==> src/rtl/core/pal_pkg.sv <==
// Shared types and constants for the positional array list.
`default_nettype none

package pal_pkg;

  localparam int DATA_W = 32;  // width of one list word
  localparam int POS_W  = 6;   // width of the request position field
  localparam int CNT_W  = 7;   // width of the length and capacity values

  localparam logic [CNT_W-1:0] CAP_RESET = 7'd64;

  typedef enum logic [1:0] {
    MODE_INSERT = 2'd0,
    MODE_GET    = 2'd1,
    MODE_DELETE = 2'd2,
    MODE_CLEAR  = 2'd3
  } pal_mode_t;

  typedef enum logic [1:0] {
    ST_OK     = 2'd0,
    ST_FULL   = 2'd1,
    ST_BADPOS = 2'd2
  } pal_status_t;

  // Command broadcast to every cell of the chain.
  typedef struct packed {
    logic              ins;   // insert: the cell at the target loads the word
    logic              del;   // delete: cells at or past the target pull from the right
    logic [DATA_W-1:0] word;  // word to insert
  } pal_cmd_t;

endpackage : pal_pkg

`default_nettype wire

==> src/rtl/core/pal_cell.sv <==
// One storage cell of the list chain, holding the word at a fixed list position.
`default_nettype none

module pal_cell
  import pal_pkg::*;
#(
  parameter int IDX_W = 6,
  parameter int INDEX = 0
) (
  input  wire logic              clk,
  input  wire pal_cmd_t          cmd_i,
  input  wire logic [IDX_W-1:0]  pos_i,    // target position of the current request
  input  wire logic [DATA_W-1:0] left_i,   // word held by the cell one position lower
  input  wire logic [DATA_W-1:0] right_i,  // word held by the cell one position higher
  output logic      [DATA_W-1:0] value_o,
  output logic      [DATA_W-1:0] hit_o     // own word when addressed, else zero
);

  localparam logic [IDX_W-1:0] MY_IDX = IDX_W'(INDEX);

  logic [DATA_W-1:0] value_r;
  logic [DATA_W-1:0] value_nxt;
  logic              at_pos;
  logic              past_pos;

  assign at_pos   = (pos_i == MY_IDX);
  assign past_pos = (MY_IDX > pos_i);

  always_comb begin
    value_nxt = value_r;
    if (cmd_i.ins) begin
      if (at_pos) begin
        value_nxt = cmd_i.word;
      end else if (past_pos) begin
        value_nxt = left_i;
      end
    end else if (cmd_i.del && (at_pos || past_pos)) begin
      value_nxt = right_i;
    end
  end

  always_ff @(posedge clk) begin
    value_r <= value_nxt;
  end

  assign value_o = value_r;
  assign hit_o   = value_r & {DATA_W{at_pos}};

endmodule : pal_cell

`default_nettype wire

==> config.mk <==
export PLATFORM = sky130hd
export DESIGN_NAME = pal_cell
export DESIGN_NICKNAME = d
export VERILOG_FILES = /design/src/rtl/core/pal_pkg.sv /design/src/rtl/core/pal_cell.sv
export SDC_FILE = /design/constraint.sdc
export NUM_CORES = 1
export LEC_CHECK = 0
export ABC_AREA = 1
export CORE_ASPECT_RATIO = 1.75
export CORE_MARGIN = 2
export CORE_UTILIZATION = 31
export DETAILED_ROUTE_END_ITERATION = 6
export DONT_BUFFER_PORTS = 1
export MAX_ROUTING_LAYER = met4
export PLACE_DENSITY = 0.52
export SLEW_MARGIN = 0
export SYNTH_ARGS = -nofsm -noshare
export SYNTH_HDL_FRONTEND = slang
export SYNTH_SLANG_ARGS = --single-unit
==> constraint.sdc <==
create_clock -name clk -period 7.1 [get_ports clk]
set_input_delay 1.42 -clock clk [delete_from_list [all_inputs] [get_ports clk]]
set_output_delay 1.42 -clock clk [all_outputs]
set_load 0.02 [all_outputs]
==> flow_summary.yaml <==
status:
  status: "complete, no violations"
clocking:
  clockBufferDepth: 2
  cts_tree: "built"
  numCtsBuffers: 5
  clk_pin_slew_ns: 0.05
  post_cts_resized: 0
  cts_hold_buf: 0
  post_cts_buffers: 0
  h-tree-depth: 2
  cts_root_buf: "clkbuf_16"
  cts.sinks: 32
sta:
  setup_ws_ns: 2.52
  slew_viol_final: 0
  setup_viol: 0
  tightest_slew_ns: 0.945
  hold_ws_ns: 1.33
  slew_headroom: 0.369
  fin_crit_sh: 0.646
  finalSetupTns_ns: 0
  finalHoldViolations: 0
  rsz0062_at_grt: "false"
  timing.fmax_mhz: 218
  timing.final.crit_period_ns: 4.58
placed_design:
  io_buffers: 0
  place_ws_ns: 2.52
  place_inst: 417
  hpwl_um: 4640
  gp_congestion: 0.780
  placed_area_um2: 2350
floorplanning:
  die_area_um2: 8180
  die_h_um: 118
  die_width_um: 69.2
  start_util: 0.319
  rows: 41
  core_um2: 7230
  io_pins: 169
critical_path:
  cp-startpoint: "pos_i[1]"
  cp_data_arrival_time_ns: 3.16
  cp_max_fo: 40
  crit_required_ns: 5.68
  startpoint_type: "primary input"
  crit_path_end_kind: "output pin"
  worstSetupPathType: "primary input to output pin"
synth:
  synthCells: 350
  synth_warnings: 0
  syn_area_um2: 2310
  synth_ff_type: "edfxtp_1"
  ys_seq_elements: 32
  async_reset_ff_frac: 0
  synth_top_area_share: 0.416
  avgSynthCellArea_um2: 6.59
  synth_nets: 455
  ys_seq_area_frac: 0.416
  synth_cell_types: 12
  synthTopCellsByArea: "edfxtp_1, inv_1, nand2_1"
  synth_area_leader_cell: "edfxtp_1"
  synth_common_cells: "inv_1, nand2_1, nor2_1"
  synth_edf_count: 32
route:
  wl_per_cell_um: 15.4
  routed_wl_um: 6520
  via_per_inst: 4.90
  ant_nets: 0
  drt_first_pass_iters: 4
  vias: 2079
  drc: 0
  drt_iter0_markers: 104
pwr:
  finalPower_mw: 0.467
  p_leak_nw: 1.40
  p_per_area_nw_per_um2: 188
  peakVddDrop_mv: 0.0744
min_path:
  holdCritPathClass: "primary input to flop"
  hold_start: "right_i[22]"
  hold_path_depth: 2
grt:
  grt_pass1_vias: 2060
  grt_usage: 0.161
  grt_pass1_wl_um: 10100
  antenna_found_initial: 0
  gr-total-overflow: 0
  grt_max_degree: 41
job:
  max_cap_violations: 0
final_layout:
  largest_reg_flops: 32
  final_util: 0.343
  synthToLayoutAreaGrowth_pct: 7.54
  fin_cells: 424
  final_area_um2: 2480
  diodes: 0
  drive_gt1_frac: 0.0473
  finalNetCount: 443
## placed cells by master, fill, tap and decap left out
| cell | netlist | routed |
|---|---|---|
| inv_1 | 96 | 96 |
| nand2_1 | 96 | 96 |
| nor2_1 | 34 | 33 |
| nand4_1 | 32 | 32 |
| nand3_1 | 33 | 32 |
| edfxtp_1 | 32 | 32 |
| clkbuf_16 | 0 | 5 |
| buf_4 | 0 | 4 |
| nor2_2 | 3 | 3 |
| nand3_2 | 0 | 1 |
| inv_2 | 1 | 1 |
| nor2_4 | 0 | 1 |
| clkbuf_1 | 13 | 1 |
| clkinv_2 | 0 | 1 |
## worst max-delay path, stage by stage
cell and delay [ns]:
nor2_2 0.08, buf_4 0.34, nand3_2 0.49, buf_4 0.44, nor2_1 0.36
## kinds of logic (layout without fill, tap and decap cells)
kind of cell	count (synthesis)	after routing	synth area share
flops	32	32	0.416
simple gates	198	198	0.378
buf+inv	120	108	0.206
## per-layer routing
metal	GRT usage	wire (um)
met5	-	0
met4	0.0662	150
met3	0.0325	395
met2	0.290	3470
met1	0.167	2500
## report_power, final
group,internal [mW],switching [mW],total [mW]
Clock,0.127,0.0773,0.205
Combinational,0.0160,0.0317,0.0477
Sequential,0.212,0.00329,0.215
## final timing paths
kind           to
max     hit_o[18]
min   value_o[22]
## cell type report
class                      instances  area (um^2)
fill                             780         4750
sequential                        32          961
multi-input combinational        198          885
inverter                          97          364
clock buffer                       6          129
tap                               86          108
timing repair buffer               4         30.0
clock inverter                     1         5.00
(Power assumes the default switching activity.)
